File: config.mk
export PLATFORM = sky130hd
export DESIGN_NAME = adaptive_smooth_weighted_selector
export DESIGN_NICKNAME = d
export VERILOG_FILES = /design/src/rtl/asw_pkg.sv /design/src/rtl/adaptive_smooth_weighted_selector.sv /design/src/rtl/asw_ram.sv /design/src/rtl/asw_div.sv
export SDC_FILE = /design/constraint.sdc
export NUM_CORES = 2
export LEC_CHECK = 0
export BUFFER_PORTS_ARGS = -buffer_cell sky130_fd_sc_hd__buf_2
export CAP_MARGIN = 10
export CORE_MARGIN = 4
export CORE_UTILIZATION = 55
export CTS_CLUSTER_DIAMETER = 100
export CTS_CLUSTER_SIZE = 8
export DETAILED_ROUTE_END_ITERATION = 10
export PLACE_DENSITY = 0.73
export SLEW_MARGIN = 20
export SYNTH_ARGS = -nofsm -noshare
export SYNTH_HDL_FRONTEND = slang
export SYNTH_SLANG_ARGS = --single-unit
File: constraint.sdc
create_clock -name clk -period 9.5 [get_ports clk]
set_clock_uncertainty 0.1 [all_clocks]
set_input_delay 1.9 -clock clk [delete_from_list [all_inputs] [get_ports clk]]
set_output_delay 1.9 -clock clk [all_outputs]
set_load 0.05 [all_outputs]
File: src/rtl/asw_pkg.sv
`timescale 1ns / 1ps
package asw_pkg;

  // request codes
  typedef enum logic [1:0] {
    OP_CHOOSE = 2'd0,
    OP_DONE   = 2'd1,
    OP_FAIL   = 2'd2,
    OP_NONE   = 2'd3
  } op_t;

  // configuration register indexes
  localparam logic REG_BACKEND_COUNT = 1'b0;
  localparam logic REG_LFSR_SEED     = 1'b1;

  localparam logic [15:0] SEED_DEFAULT = 16'd44257;
  localparam logic [15:0] LFSR_TAPS    = 16'hB400;

  typedef enum logic [4:0] {
    ST_FILL_LD,
    ST_FILL_DIV,
    ST_SWEEP,
    ST_IDLE,
    ST_WALK,
    ST_BEST,
    ST_DRAW,
    ST_MEAN,
    ST_MEAN2,
    ST_MUL,
    ST_MDIV_LD,
    ST_MDIV,
    ST_SUM,
    ST_ZFILL,
    ST_NRD,
    ST_NLD,
    ST_NDIV,
    ST_FRD,
    ST_FMUL,
    ST_FWR,
    ST_DONE
  } state_t;

endpackage

File: src/rtl/adaptive_smooth_weighted_selector.sv
`timescale 1ns / 1ps
// Channel  Direction  Handshake            Word
// req      in         req_valid/req_stall  operation, backend_index, answer_time_us
// rsp      out        rsp_valid/rsp_stall  chosen_backend, fell_back, tries_used
// cfg      in         wr_en                wr_index, wr_data
//
// A choose makes one credit walk per try, up to n-1 tries (n backends in use).
// A completion takes FB+1 multiply steps and up to n+1 divisions of 35+2*FB-bit dividends
// on the single shared serial divider, plus a sum walk; a failure skips all three.
// After reset and after each backend_count write, one division and a sweep of all
// MAX_BACKENDS table entries run while req_stall is high.
// One request is in work at a time; a finished word waits in the output register.
module adaptive_smooth_weighted_selector
  import asw_pkg::*;
#(
  parameter int MAX_BACKENDS  = 16,
  parameter int FRACTION_BITS = 16
) (
  input  logic        clk,
  input  logic        rst,
  input  logic        wr_en,
  input  logic        wr_index,
  input  logic [15:0] wr_data,
  input  logic        req_valid,
  output logic        req_stall,
  input  logic [1:0]  operation,
  input  logic [3:0]  backend_index,
  input  logic [31:0] answer_time_us,
  output logic        rsp_valid,
  input  logic        rsp_stall,
  output logic [3:0]  chosen_backend,
  output logic        fell_back,
  output logic [3:0]  tries_used
);

  localparam int FB    = FRACTION_BITS;
  localparam int N     = MAX_BACKENDS;
  localparam int AW    = $clog2(N);
  localparam int NW    = $clog2(N + 1);
  localparam int TW    = (NW > 4) ? NW : 4;
  localparam int XW    = (AW > 4) ? AW : 4;
  localparam int WW    = FB + 1;
  localparam int MW    = 32 + FB;
  localparam int DW    = 35 + 2 * FB;
  localparam int SW    = (33 + FB > 40) ? 33 + FB : 40;
  localparam int SUMW  = 40;
  localparam int KW    = $clog2(WW + 1);
  localparam int ALPHA_I = (99 * (2 ** FB) + 50) / 100;

  localparam logic [WW-1:0]  ONE        = {1'b1, {FB{1'b0}}};
  localparam logic [FB-1:0]  ALPHA      = FB'(ALPHA_I);
  localparam logic [FB-1:0]  BETA       = FB'((2 ** FB) - ALPHA_I);
  localparam logic [FB-1:0]  HALF       = FB'(2 ** (FB - 1));
  localparam logic [38:0]    W_CAP      = 39'h40_0000_0000;
  localparam logic [MW-1:0]  MEAN_RESET = MW'(64'd1000000 << FB);
  localparam logic [MW-1:0]  MEAN_MAX   = {MW{1'b1}};

  state_t state, state_next;

  logic [4:0]          backend_count;
  logic [15:0]         lfsr;
  logic [MW-1:0]       mean;
  logic                clr_fail;
  logic [WW-1:0]       fill;
  op_t                 op;
  logic [3:0]          idx;
  logic [31:0]         t;
  logic [NW-1:0]       i;
  logic                pv;
  logic [AW-1:0]       paddr;
  logic [AW-1:0]       best;
  logic signed [31:0]  cmax;
  logic [TW-1:0]       tries;
  logic [3:0]          res_chosen;
  logic                res_fell;
  logic [3:0]          res_tries;
  logic [32+FB-1:0]    ph;
  logic [2*FB-1:0]     pl;
  logic [32+FB-1:0]    pt;
  logic [MW:0]         mb;
  logic [MW:0]         divc;
  logic [DW-1:0]       acc;
  logic [WW-1:0]       wsh;
  logic [KW-1:0]       k;
  logic [38:0]         wnew;
  logic [SUMW-1:0]     sum;
  logic [2*FB-1:0]     fp;

  logic [NW-1:0]       n_act;
  logic                accept;
  logic                out_free;
  logic                req_in_range;
  logic [AW-1:0]       idx_a;
  logic [AW-1:0]       req_a;

  // table ports
  logic                w_we, c_we, f_we;
  logic [AW-1:0]       w_waddr, c_waddr, f_waddr;
  logic [AW-1:0]       w_raddr, c_raddr, f_raddr;
  logic [WW-1:0]       w_wdata, w_rd;
  logic [31:0]         c_wdata, c_rd;
  logic [FB-1:0]       f_wdata, f_rd;

  // divider
  logic                div_start, div_busy, div_done;
  logic [DW-1:0]       div_a, div_q;
  logic [SW-1:0]       div_b;

  // datapath terms
  logic signed [31:0]  walk_new;
  logic signed [31:0]  best_dec;
  logic [15:0]         lfsr_next;
  logic [16+FB-1:0]    draw_val;
  logic [FB-1:0]       fr;
  logic                got;
  logic [TW-1:0]       tries_inc;
  logic                last_try;
  logic [XW-1:0]       best_x;
  logic [MW+1:0]       nw_raw;
  logic [MW-1:0]       nw_sat;
  logic [38:0]         wsum_p;
  logic [38:0]         wsub_i;
  logic [FB:0]         fsum;
  logic [FB-1:0]       fx;

  function automatic logic [31:0] sat32(input logic [33:0] s);
    logic [31:0] r;
    if (!s[33] && (s[32] || s[31])) begin
      r = 32'h7FFF_FFFF;
    end else if (s[33] && !(s[32] && s[31])) begin
      r = 32'h8000_0000;
    end else begin
      r = s[31:0];
    end
    return r;
  endfunction

  asw_ram #(.WIDTH(WW), .DEPTH(N)) u_weight (
    .clk(clk), .we(w_we), .waddr(w_waddr), .wdata(w_wdata), .raddr(w_raddr), .rdata(w_rd)
  );

  asw_ram #(.WIDTH(32), .DEPTH(N)) u_credit (
    .clk(clk), .we(c_we), .waddr(c_waddr), .wdata(c_wdata), .raddr(c_raddr), .rdata(c_rd)
  );

  asw_ram #(.WIDTH(FB), .DEPTH(N)) u_fail (
    .clk(clk), .we(f_we), .waddr(f_waddr), .wdata(f_wdata), .raddr(f_raddr), .rdata(f_rd)
  );

  asw_div #(.DW(DW), .SW(SW)) u_div (
    .clk(clk), .rst(rst), .start(div_start), .dividend(div_a), .divisor(div_b),
    .busy(div_busy), .done(div_done), .quotient(div_q)
  );

  // backends in use
  always_comb begin
    if (backend_count == 5'd0) begin
      n_act = NW'(1);
    end else if (int'(backend_count) > N) begin
      n_act = NW'(N);
    end else begin
      n_act = NW'(backend_count);
    end
  end

  assign req_stall    = (state != ST_IDLE);
  assign accept       = req_valid && !req_stall;
  assign out_free     = !rsp_valid || !rsp_stall;
  assign req_in_range = (32'(backend_index) < 32'(n_act));
  assign idx_a        = AW'(idx);
  assign req_a        = AW'(backend_index);

  // credit walk and draw
  always_comb begin
    walk_new  = $signed(sat32(34'($signed(c_rd)) + 34'(w_rd)));
    best_dec  = $signed(sat32(34'(cmax) - 34'(ONE)));
    lfsr_next = (lfsr >> 1) ^ (lfsr[0] ? LFSR_TAPS : 16'd0);
    draw_val  = {lfsr_next, {FB{1'b0}}} >> 16;
    fr        = (f_rd > ALPHA) ? ALPHA : f_rd;
    got       = (draw_val >= (16+FB)'(fr));
    tries_inc = tries + TW'(1);
    last_try  = (tries_inc == TW'(n_act) - TW'(1));
    best_x    = XW'(best);
  end

  // moving averages and weight terms
  always_comb begin
    nw_raw = (MW+2)'(ph) + (MW+2)'(((2*FB+1)'(pl) + (2*FB+1)'(HALF)) >> FB) + (MW+2)'(pt);
    nw_sat = (nw_raw > (MW+2)'(MEAN_MAX)) ? MEAN_MAX : nw_raw[MW-1:0];
    wsum_p = (paddr == idx_a) ? wnew : 39'(w_rd);
    wsub_i = (i[AW-1:0] == idx_a) ? wnew : 39'(w_rd);
    fsum   = (FB+1)'(((2*FB+1)'(fp) + (2*FB+1)'(HALF)) >> FB)
           + ((op == OP_FAIL) ? (FB+1)'(BETA) : (FB+1)'(0));
    fx     = fsum[FB] ? {FB{1'b1}} : fsum[FB-1:0];
  end

  // divider operands
  always_comb begin
    if (state == ST_MDIV_LD) begin
      div_a = acc + DW'(divc >> 1);
      div_b = SW'(divc);
    end else if (state == ST_NLD) begin
      div_a = (DW'(wsub_i) << FB) + DW'(sum >> 1);
      div_b = SW'(sum);
    end else begin
      div_a = DW'(ONE);
      div_b = SW'(n_act);
    end
  end

  // next state
  always_comb begin
    state_next = state;
    if (wr_en && wr_index == REG_BACKEND_COUNT) begin
      state_next = ST_FILL_LD;
    end else begin
      unique case (state)
        ST_FILL_LD:  state_next = ST_FILL_DIV;
        ST_FILL_DIV: if (div_done) state_next = ST_SWEEP;
        ST_SWEEP:    if (i == NW'(N - 1)) state_next = ST_IDLE;
        ST_IDLE: begin
          if (accept) begin
            unique case (op_t'(operation))
              OP_CHOOSE: state_next = (n_act == NW'(1)) ? ST_DONE : ST_WALK;
              OP_DONE:   state_next = req_in_range ? ST_MEAN : ST_DONE;
              OP_FAIL:   state_next = req_in_range ? ST_FRD : ST_DONE;
              default:   state_next = ST_DONE;
            endcase
          end
        end
        ST_WALK:     if (i == n_act && !pv) state_next = ST_BEST;
        ST_BEST:     state_next = ST_DRAW;
        ST_DRAW:     state_next = (got || last_try) ? ST_DONE : ST_WALK;
        ST_MEAN:     state_next = ST_MEAN2;
        ST_MEAN2:    state_next = ST_MUL;
        ST_MUL:      if (k == KW'(WW - 1)) state_next = ST_MDIV_LD;
        ST_MDIV_LD:  state_next = ST_MDIV;
        ST_MDIV:     if (div_done) state_next = ST_SUM;
        ST_SUM: begin
          if (i == n_act && !pv) begin
            state_next = (sum == '0) ? ST_ZFILL : ST_NRD;
          end
        end
        ST_ZFILL:    if (i == n_act - NW'(1)) state_next = ST_FRD;
        ST_NRD:      state_next = (i == n_act) ? ST_FRD : ST_NLD;
        ST_NLD:      state_next = ST_NDIV;
        ST_NDIV:     if (div_done) state_next = ST_NRD;
        ST_FRD:      state_next = ST_FMUL;
        ST_FMUL:     state_next = ST_FWR;
        ST_FWR:      state_next = ST_DONE;
        ST_DONE:     if (out_free) state_next = ST_IDLE;
        default:     state_next = ST_IDLE;
      endcase
    end
  end

  // table and divider control
  always_comb begin
    w_we      = 1'b0;
    w_waddr   = i[AW-1:0];
    w_wdata   = fill;
    w_raddr   = idx_a;
    c_we      = 1'b0;
    c_waddr   = paddr;
    c_wdata   = walk_new;
    c_raddr   = i[AW-1:0];
    f_we      = 1'b0;
    f_waddr   = idx_a;
    f_wdata   = fx;
    f_raddr   = idx_a;
    div_start = 1'b0;
    unique case (state)
      ST_FILL_LD: div_start = 1'b1;
      ST_SWEEP: begin
        w_we    = 1'b1;
        c_we    = 1'b1;
        c_waddr = i[AW-1:0];
        c_wdata = '0;
        f_we    = clr_fail;
        f_waddr = i[AW-1:0];
        f_wdata = '0;
      end
      ST_WALK: begin
        w_raddr = i[AW-1:0];
        c_we    = pv;
      end
      ST_BEST: begin
        c_we    = 1'b1;
        c_waddr = best;
        c_wdata = best_dec;
        f_raddr = best;
      end
      ST_MDIV_LD: div_start = 1'b1;
      ST_SUM:     w_raddr = i[AW-1:0];
      ST_ZFILL:   w_we = 1'b1;
      ST_NRD:     w_raddr = i[AW-1:0];
      ST_NLD: begin
        w_raddr   = i[AW-1:0];
        div_start = 1'b1;
      end
      ST_NDIV: begin
        w_raddr = i[AW-1:0];
        w_we    = div_done;
        w_wdata = div_q[WW-1:0];
      end
      ST_FWR:     f_we = 1'b1;
      default: begin
      end
    endcase
  end

  // control state
  always_ff @(posedge clk) begin
    if (rst) begin
      state         <= ST_FILL_LD;
      backend_count <= 5'd1;
      lfsr          <= SEED_DEFAULT;
      mean          <= MEAN_RESET;
      clr_fail      <= 1'b1;
      rsp_valid     <= 1'b0;
    end else begin
      state <= state_next;
      if (state == ST_DONE && out_free) begin
        rsp_valid <= 1'b1;
      end else if (rsp_valid && !rsp_stall) begin
        rsp_valid <= 1'b0;
      end
      if (state == ST_SWEEP && i == NW'(N - 1)) begin
        clr_fail <= 1'b0;
      end
      if (state == ST_DRAW) begin
        lfsr <= lfsr_next;
      end
      if (state == ST_MEAN2) begin
        mean <= nw_sat;
      end
      if (wr_en) begin
        unique case (wr_index)
          REG_BACKEND_COUNT: backend_count <= wr_data[4:0];
          REG_LFSR_SEED:     lfsr <= (wr_data != 16'd0) ? wr_data : SEED_DEFAULT;
          default: begin
          end
        endcase
      end
    end
  end

  // datapath
  always_ff @(posedge clk) begin
    case (state)
      ST_FILL_LD: i <= '0;
      ST_FILL_DIV: begin
        if (div_done) fill <= div_q[WW-1:0];
        i <= '0;
      end
      ST_SWEEP: i <= i + NW'(1);
      ST_IDLE: begin
        if (accept) begin
          op         <= op_t'(operation);
          idx        <= backend_index;
          t          <= answer_time_us;
          res_tries  <= 4'd0;
          // a choose starts as the fall-back word, the unused code as all zero
          res_fell   <= (op_t'(operation) == OP_CHOOSE);
          res_chosen <= (op_t'(operation) == OP_NONE || op_t'(operation) == OP_CHOOSE)
                        ? 4'd0 : backend_index;
          i     <= '0;
          pv    <= 1'b0;
          tries <= '0;
        end
      end
      ST_WALK: begin
        if (i < n_act) i <= i + NW'(1);
        pv    <= (i < n_act);
        paddr <= i[AW-1:0];
        if (pv && (paddr == '0 || walk_new > cmax)) begin
          cmax <= walk_new;
          best <= paddr;
        end
      end
      ST_DRAW: begin
        tries      <= tries_inc;
        res_chosen <= got ? best_x[3:0] : 4'd0;
        res_fell   <= !got;
        res_tries  <= tries_inc[3:0];
        i          <= '0;
        pv         <= 1'b0;
      end
      ST_MEAN: begin
        ph <= mean[MW-1:FB] * ALPHA;
        pl <= mean[FB-1:0] * ALPHA;
        pt <= t * BETA;
      end
      ST_MEAN2: begin
        mb   <= (MW+1)'(mean) + (MW+1)'(ONE);
        divc <= (MW+1)'(nw_sat) + (MW+1)'(ONE);
        wsh  <= w_rd;
        acc  <= '0;
        k    <= '0;
      end
      ST_MUL: begin
        acc <= (acc << 1) + (wsh[WW-1] ? DW'(mb) : DW'(0));
        wsh <= wsh << 1;
        k   <= k + KW'(1);
      end
      ST_MDIV: begin
        if (div_done) begin
          wnew <= (div_q > DW'(W_CAP)) ? W_CAP : div_q[38:0];
          i    <= '0;
          pv   <= 1'b0;
          sum  <= '0;
        end
      end
      ST_SUM: begin
        if (i < n_act) begin
          i <= i + NW'(1);
        end else if (!pv) begin
          i <= '0;
        end
        pv    <= (i < n_act);
        paddr <= i[AW-1:0];
        if (pv) sum <= sum + SUMW'(wsum_p);
      end
      ST_ZFILL: i <= i + NW'(1);
      ST_NDIV:  if (div_done) i <= i + NW'(1);
      ST_FMUL:  fp <= f_rd * ALPHA;
      ST_DONE: begin
        if (out_free) begin
          chosen_backend <= res_chosen;
          fell_back      <= res_fell;
          tries_used     <= res_tries;
        end
      end
      default: begin
      end
    endcase
  end

`ifndef SYNTHESIS
  a_fell_zero: assert property (@(posedge clk) disable iff (rst)
    (rsp_valid && fell_back) |-> (chosen_backend == 4'd0))
    else $error("fall-back word names a backend other than zero");

  a_lfsr_live: assert property (@(posedge clk) disable iff (rst)
    lfsr != 16'd0)
    else $error("draw register stuck at zero");

  a_word_out: assert property (@(posedge clk) disable iff (rst)
    (state == ST_DONE && out_free) |=> rsp_valid)
    else $error("finished word not presented");

  a_div_free: assert property (@(posedge clk) disable iff (rst)
    div_start |-> !div_busy)
    else $error("divider started while busy");
`endif

endmodule

File: src/rtl/asw_ram.sv
`timescale 1ns / 1ps
module asw_ram #(
  parameter int WIDTH = 32,
  parameter int DEPTH = 16
) (
  input  logic                     clk,
  input  logic                     we,
  input  logic [$clog2(DEPTH)-1:0] waddr,
  input  logic [WIDTH-1:0]         wdata,
  input  logic [$clog2(DEPTH)-1:0] raddr,
  output logic [WIDTH-1:0]         rdata
);

  logic [WIDTH-1:0] mem [DEPTH];

  // one write port, one registered read port
  always_ff @(posedge clk) begin
    if (we) begin
      mem[waddr] <= wdata;
    end
    rdata <= mem[raddr];
  end

endmodule

File: src/rtl/asw_div.sv
`timescale 1ns / 1ps
module asw_div #(
  parameter int DW = 67,
  parameter int SW = 49
) (
  input  logic          clk,
  input  logic          rst,
  input  logic          start,
  input  logic [DW-1:0] dividend,
  input  logic [SW-1:0] divisor,
  output logic          busy,
  output logic          done,
  output logic [DW-1:0] quotient
);

  localparam int CNTW = $clog2(DW + 1);

  logic [SW:0]     rem;
  logic [DW-1:0]   quo;
  logic [SW-1:0]   dv;
  logic [CNTW-1:0] cnt;
  logic [SW:0]     shifted;
  logic [SW:0]     diff;
  logic            ge;

  // one restoring step per cycle while busy
  always_comb begin
    shifted = {rem[SW-1:0], quo[DW-1]};
    diff    = shifted - {1'b0, dv};
    ge      = (shifted >= {1'b0, dv});
  end

  always_ff @(posedge clk) begin
    if (rst) begin
      busy <= 1'b0;
      done <= 1'b0;
    end else begin
      done <= 1'b0;
      if (start) begin
        rem  <= '0;
        quo  <= dividend;
        dv   <= divisor;
        cnt  <= CNTW'(DW);
        busy <= 1'b1;
      end else if (busy) begin
        rem <= ge ? diff : shifted;
        quo <= {quo[DW-2:0], ge};
        cnt <= cnt - CNTW'(1);
        if (cnt == CNTW'(1)) begin
          busy <= 1'b0;
          done <= 1'b1;
        end
      end
    end
  end

  assign quotient = quo;

endmodule

## After elaboration in Yosys (flattened, before gate mapping)

Memories as Yosys holds them, arrays and structs flattened. A register that Yosys moved wholly into a read port is not among the register bits.
Cells that the tools add are included.

| word-level totals | value |
|---|---|
| bits in read-only memories | 0 |
| memories | 3 |
| input port bits | 60 |
| output and inout bits | 11 |
| memory bits (writable) | 1,040 |
| bits in latches | 0 |
| register bits | 794 |
| word-level logic and storage cells | 280 |

| operators by class | value |
|---|---|
| bitwise gates (word level) | 4 |
| $lt $le $gt $ge | 9 |
| reductions and logical operators | 62 |
| add/sub/neg operators | 19 |
| mux-type cells | 93 |
| shift operators | 0 |
| div/mod/pow operators | 0 |
| equality and inequality tests | 47 |
| $mul | 4 |

Memories:

| memory | words | bits a word | rd ports | clocked after Yosys merged registers in | write ports | RTL line | text |
|---|---|---|---|---|---|---|---|
| u_credit.mem | 16 | 32 | 1 | 1 | 1 | asw_ram.sv:14 | `logic [WIDTH-1:0] mem [DEPTH];` |
| u_weight.mem | 16 | 17 | 1 | 1 | 1 | asw_ram.sv:14 |  |
| u_fail.mem | 16 | 16 | 1 | 1 | 1 | asw_ram.sv:14 |  |

Operators with widths:

| operator | number |
|---|---|
| two-way mux 67 bit | 3 |
| two-way mux 49 bit | 4 |
| case mux 67 bit (2 select lines) | 1 |
| two-way mux 16 bit | 8 |
| two-way mux 32 bit | 4 |
| two-way mux 40 bit | 3 |
| two-way mux 5 bit | 22 |
| case mux 5 bit (21 select lines) | 1 |
| adder 48 x 17 -> 49 bit, second input constant | 2 |
| case mux 40 bit (2 select lines) | 1 |
| two-way mux 39 bit | 2 |
| adder 67 x 48 -> 67 bit | 1 |
| adder 67 x 49 -> 67 bit | 1 |
| greater-than comparator 67 x 39 -> 1 bit, second input constant | 1 |
| adder 32 x 16 -> 33 bit, second input constant | 2 |
| multiplier 16 x 16 -> 32 bit, second input constant | 2 |
| case mux 32 bit (2 select lines) | 1 |
| adder 55 x 39 -> 56 bit | 1 |
| two-way mux 56 bit | 1 |
| adder 49 x 42 -> 50 bit | 1 |
| >= comparator 50 x 49 -> 1 bit | 1 |
| greater-than comparator 50 x 48 -> 1 bit, second input constant | 1 |
| adder 48 x 17 -> 49 bit | 1 |
| subtractor 49 bit | 1 |
| other kinds (64) | 172 |

## Logic depth before layout (Yosys ltp)

| depth | value |
|---|---|
| word-level depth | 10 |
| depth in mapped cells | 26 |
| mapped depth without buffers | 25 |

## By module

Synthesis repeated with hierarchy kept, for this count alone.

| second synthesis, totals | value |
|---|---|
| cell total of the unflattened synthesis | 9,112 |
| area, all modules | 114,461.0 µm² |

Modules (own cells, without submodules):

| module | area an instance (µm²) | seq. area each (µm²) | cells each | times used |
|---|---|---|---|---|
| adaptive_smooth_weighted_selector | 63,888.8 | 16,836.1 | 6,493 | 1 |
| asw_ram (u_credit) | 19,836.5 | 16,015.4 | 838 | 1 |
| asw_ram (u_weight) | 10,637.7 | 8,508.2 | 458 | 1 |
| asw_div | 10,054.6 | 5,205.0 | 891 | 1 |
| asw_ram (u_fail) | 10,043.4 | 8,007.7 | 432 | 1 |

## Worst setup path before layout

No wires, ideal clock.

| path | value |
|---|---|
| path kind | register to register |
| from | register state[1] |
| to | register ph[0], enable pin |
| required time | 8.696 ns |
| cell stages (with the launch flop) | 5 |
| clock period less this slack | 8.984 ns |
| setup time | 0.704 ns |
| arrival time | 8.181 ns |
| setup slack | 0.516 ns |
| path through | dfxtp_1 > clkbuf_1 > clkbuf_1 > nand2_1 > nor3_1 |

| on the way | value |
|---|---|
| longest elaborated chain between the ends | 1 |

RTL lines:

| what | RTL line | text |
|---|---|---|
| from (decl) | adaptive_smooth_weighted_selector.sv:58 | `state_t state, state_next;` |
| from (signal assigned) | adaptive_smooth_weighted_selector.sv:322 | `state <= state_next;` |
| equality test 5 x 3 -> 1 bit | adaptive_smooth_weighted_selector.sv:350 | `case (state)` |
| to (signal assigned) | adaptive_smooth_weighted_selector.sv:390 | `ph <= mean[MW-1:FB] * ALPHA;` |
| to (decl) | adaptive_smooth_weighted_selector.sv:77 | `logic [32+FB-1:0] ph;` |

Every way passes these cells.
A chain may end at the register's enable or synchronous reset.

## Final worst setup path

| path | value |
|---|---|
| from | register mean[19] |
| to | register ph[47] (data pin) |

| on the way | value |
|---|---|
| longest elaborated chain between the ends | 1 |

RTL lines:

| what | RTL line | text |
|---|---|---|
| from (decl) | adaptive_smooth_weighted_selector.sv:62 | `logic [MW-1:0] mean;` |
| from (signal assigned) | adaptive_smooth_weighted_selector.sv:335 | `mean <= nw_sat;` |
| multiplier 32 x 16 -> 48 bit | adaptive_smooth_weighted_selector.sv:390 |  |

Every way passes these cells.

==> results.py <==
metrics = {
    "critical_path": {
        "r2r_slack_ns": 2.15,
        "timing.critical_path.cells": "inv_1 -> fa_1 -> fa_1 -> fa_1 -> inv_1 -> fa_1 -> fa_1 -> fa_1 -> ha_1 -> and4_1 -> a32o_1 -> or3_1 -> nand2_1 -> o211ai_1 -> o31a_1 -> o2111ai_1 -> nand2b_1 -> a2111oi_2 -> xnor2_1",
        "cpPeakStageDelay_ns": 0.59,
        "path_buf_inv": 2,
        "cp-start-kind": "flip-flop",
        "path_class": "reg -> reg",
        "crit_path_frequent_cell": "fa_1",
        "cp-startpoint": "mean[19]",
        "crit_family": "adder cells",
        "cp.arrival_ns": 7.87,
        "crit_path_max_fanout": 9,
        "critPathCaptureType": "flip-flop",
        "r2r-start": "mean[19]",
        "worst-endpoint-required_ns": 10.02,
        "slowest_stage": "dfxtp_1",
    },
    "clocking": {
        "root_buffer": "clkbuf_16",
        "clock-sinks": 1865,
        "clk_latency_ns": 0.94,
        "post_cts_buffers": 0,
        "cts_buffers": 284,
        "hold_buffers": 0,
        "clock_path_buffers": 4,
        "cts-resized-gates": 0,
        "tritoncts": "done",
        "clkTransAtPathRegs_ns": 0.06,
        "htree_levels": 5,
    },
    "place": {
        "place_congestion": 0.977,
        "dp_hpwl_um": 220000,
        "dp_cells": 11900,
        "port_buffers": 70,
    },
    "route": {
        "wirelength_um": 312000,
        "first_pass_iters": 6,
        "via_count": 77200,
        "drt-initial-drc-count": 8184,
        "vias_per_cell": 6.22,
        "drt-wirelength-per-cell_um": 25.1,
        "drc_errors": 0,
        "postRouteAntennaNets": 0,
    },
    "sta": {
        "hold_viol": 0,
        "rsz0062_at_grt": "false",
        "worst_pin_slew_ns": 1.18,
        "fmax_mhz": 136,
        "fin_crit_ns": 7.35,
        "setup_viol": 0,
        "maxSlewHeadroom": 0.212,
        "timing.setup.tns_ns": 0,
        "report.final.slew_viol_count": 0,
        "finalCritPeriodShare": 0.773,
    },
    "synthesis": {
        "synthArstFlopShare": 0,
        "syn-num-nets": 10800,
        "syn_area_per_cell_um2": 12.3,
        "yosysUniqueCellTypes": 100,
        "synth_flop_cell": "edfxtp_1",
        "ys_ff_latch": 1865,
        "syn_inst": 9285,
        "synth_edf_count": 1722,
        "syn_area_mm2": 0.115,
        "yosysWarningCount": 0,
        "yosysSeqAreaShare": 0.476,
    },
    "floorplan": {
        "die_h_um": 465,
        "design.die.area_mm2": 0.216,
        "rows": 167,
        "initial_core_util": 0.553,
        "core_area_mm2": 0.207,
        "die_x_um": 465,
        "ioPinCount": 71,
    },
    "global_routing": {
        "grt_overflow": 0,
        "grt_pass1_wl_um": 474000,
        "antenna_found_initial": 13,
        "grtUsageTotal": 0.287,
        "grt_max_degree": 139,
        "grt_pass1_vias": 77200,
    },
    "min_path": {
        "hp-class": "reg -> reg",
        "hp-start": "res_fell",
    },
    "status": {
        "outcome": "complete, no violations",
    },
    "layout": {
        "final_cells": 12400,
        "n_fill_cell": 15800,
        "drive_gt1_frac": 0.0952,
        "nets": 11000,
        "syn_to_final_growth_pct": 10.5,
    },
    "flow_run": {
        "drv_cap": 0,
    },
}
==> flip-flops by register name, indices dropped and copies added, names as in the netlist, 39 cells and up <==
name / count
sum: 40
u_credit.mem: 512
mean: 48
wnew: 39
u_div.quotient: 67
pt: 42
acc: 67
ph: 48
u_weight.mem: 272
u_div.dv: 49
mb: 49
u_fail.mem: 256
divc: 49
u_div.rem: 49
==> kinds of logic (layout without fill, tap and decap cells) <==
logic type	Yosys count	count (layout)	share of synthesized area
other	0	11	0
adder cells (fa/ha/maj)	1497	1497	0.197
buffers and inverters	1051	1369	0.0349
AND/OR/NAND/NOR	2199	2199	0.0929
flip-flops	1865	1865	0.476
AO/OA/AOI/OAI	1821	1821	0.105
XOR/XNOR	521	521	0.0398
multiplexers	331	331	0.0542
==> per-stage QoR <==
step	hold WS (ns)	setup WS [ns]	util	instance area, um2
floorplan	0.300	0.516	-	115000
global placement	0.364	2.23	0.572	119000
detailed placement	0.385	2.20	0.572	119000
CTS	0.376	2.15	0.610	126000
global route	0.366	1.74	0.611	127000
finish	0.377	2.15	0.611	127000
==> final timing paths <==
| check | endpoint | depth (start not counted) |
|---|---|---|
| max | ph[47] | 19 |
| min | fell_back | 0 |
| max reg2reg | ph[47] | 19 |
| min reg2reg | fell_back | 0 |
==> cells in the mapped netlist, drive strengths merged, types with 120 or more instances <==
library cell | number | area, um2
edfxtp | 1722 | 51700
a21o | 224 | 1680
ha | 983 | 12300
clkbuf | 258 | 968
nand3 | 135 | 676
nand2 | 638 | 2400
mux4 | 228 | 5130
a211oi | 158 | 1190
and2 | 234 | 1460
xnor2 | 313 | 2740
a21oi | 458 | 2300
inv | 725 | 2720
nor3 | 120 | 606
o21ai | 326 | 1640
xor2 | 208 | 1820
dfxtp | 143 | 2860
nor2 | 564 | 2120
fa | 514 | 10300
==> worst reg2reg max path, stage by stage (launching register included) <==
cell       delay (ns)
dfxtp_1          0.59
inv_1            0.13
fa_1             0.54
fa_1             0.58
fa_1             0.56
inv_1            0.05
fa_1             0.50
fa_1             0.52
fa_1             0.49
ha_1             0.38
and4_1           0.23
a32o_1           0.28
or3_1            0.39
nand2_1          0.16
o211ai_1         0.22
o31a_1           0.34
o2111ai_1        0.32
nand2b_1         0.20
a2111oi_2        0.38
xnor2_1          0.11
==> cell usage in the layout, fill, tap and decap left out, drive strengths merged, types with 63 or more instances in the layout <==
cell | netlist | layout
o21a | 68 | 68
nor2 | 564 | 564
clkbuf | 258 | 436
and2 | 234 | 234
fa | 514 | 514
xnor2 | 313 | 313
o21ai | 326 | 326
buf | 68 | 198
a21o | 224 | 224
and3 | 88 | 88
mux4 | 228 | 228
nor3 | 120 | 120
xor2 | 208 | 208
nand2b | 91 | 91
inv | 725 | 731
a21oi | 458 | 458
nand3 | 135 | 135
ha | 983 | 983
edfxtp | 1722 | 1722
nor2b | 63 | 63
a211oi | 158 | 158
nand2 | 638 | 638
dfxtp | 143 | 143
nand4 | 76 | 76
a31oi | 97 | 97
==> layer usage <==
metal  global-route usage  wire length [um]
met4               0.0978             12000
met5                    0                 0
met2                0.456            145000
met3               0.0385             23900
met1                0.408            131000
==> final cells by class <==
cell class                 count  area [um2]  share of cell area
multi-input combinational   6369       56600               0.447
sequential                  1865       54600               0.431
clock buffer                 436        7820              0.0617
tap                         2788        3490              0.0275
inverter                     725        2730              0.0215
timing repair buffer         198        1340              0.0106
clock inverter                10        86.3            0.000682
antenna                       11        27.5            0.000217
Power is left out: the tool's default activity adds up to more than one toggle a clock period on the data nets, which glitch-free logic cannot reach.
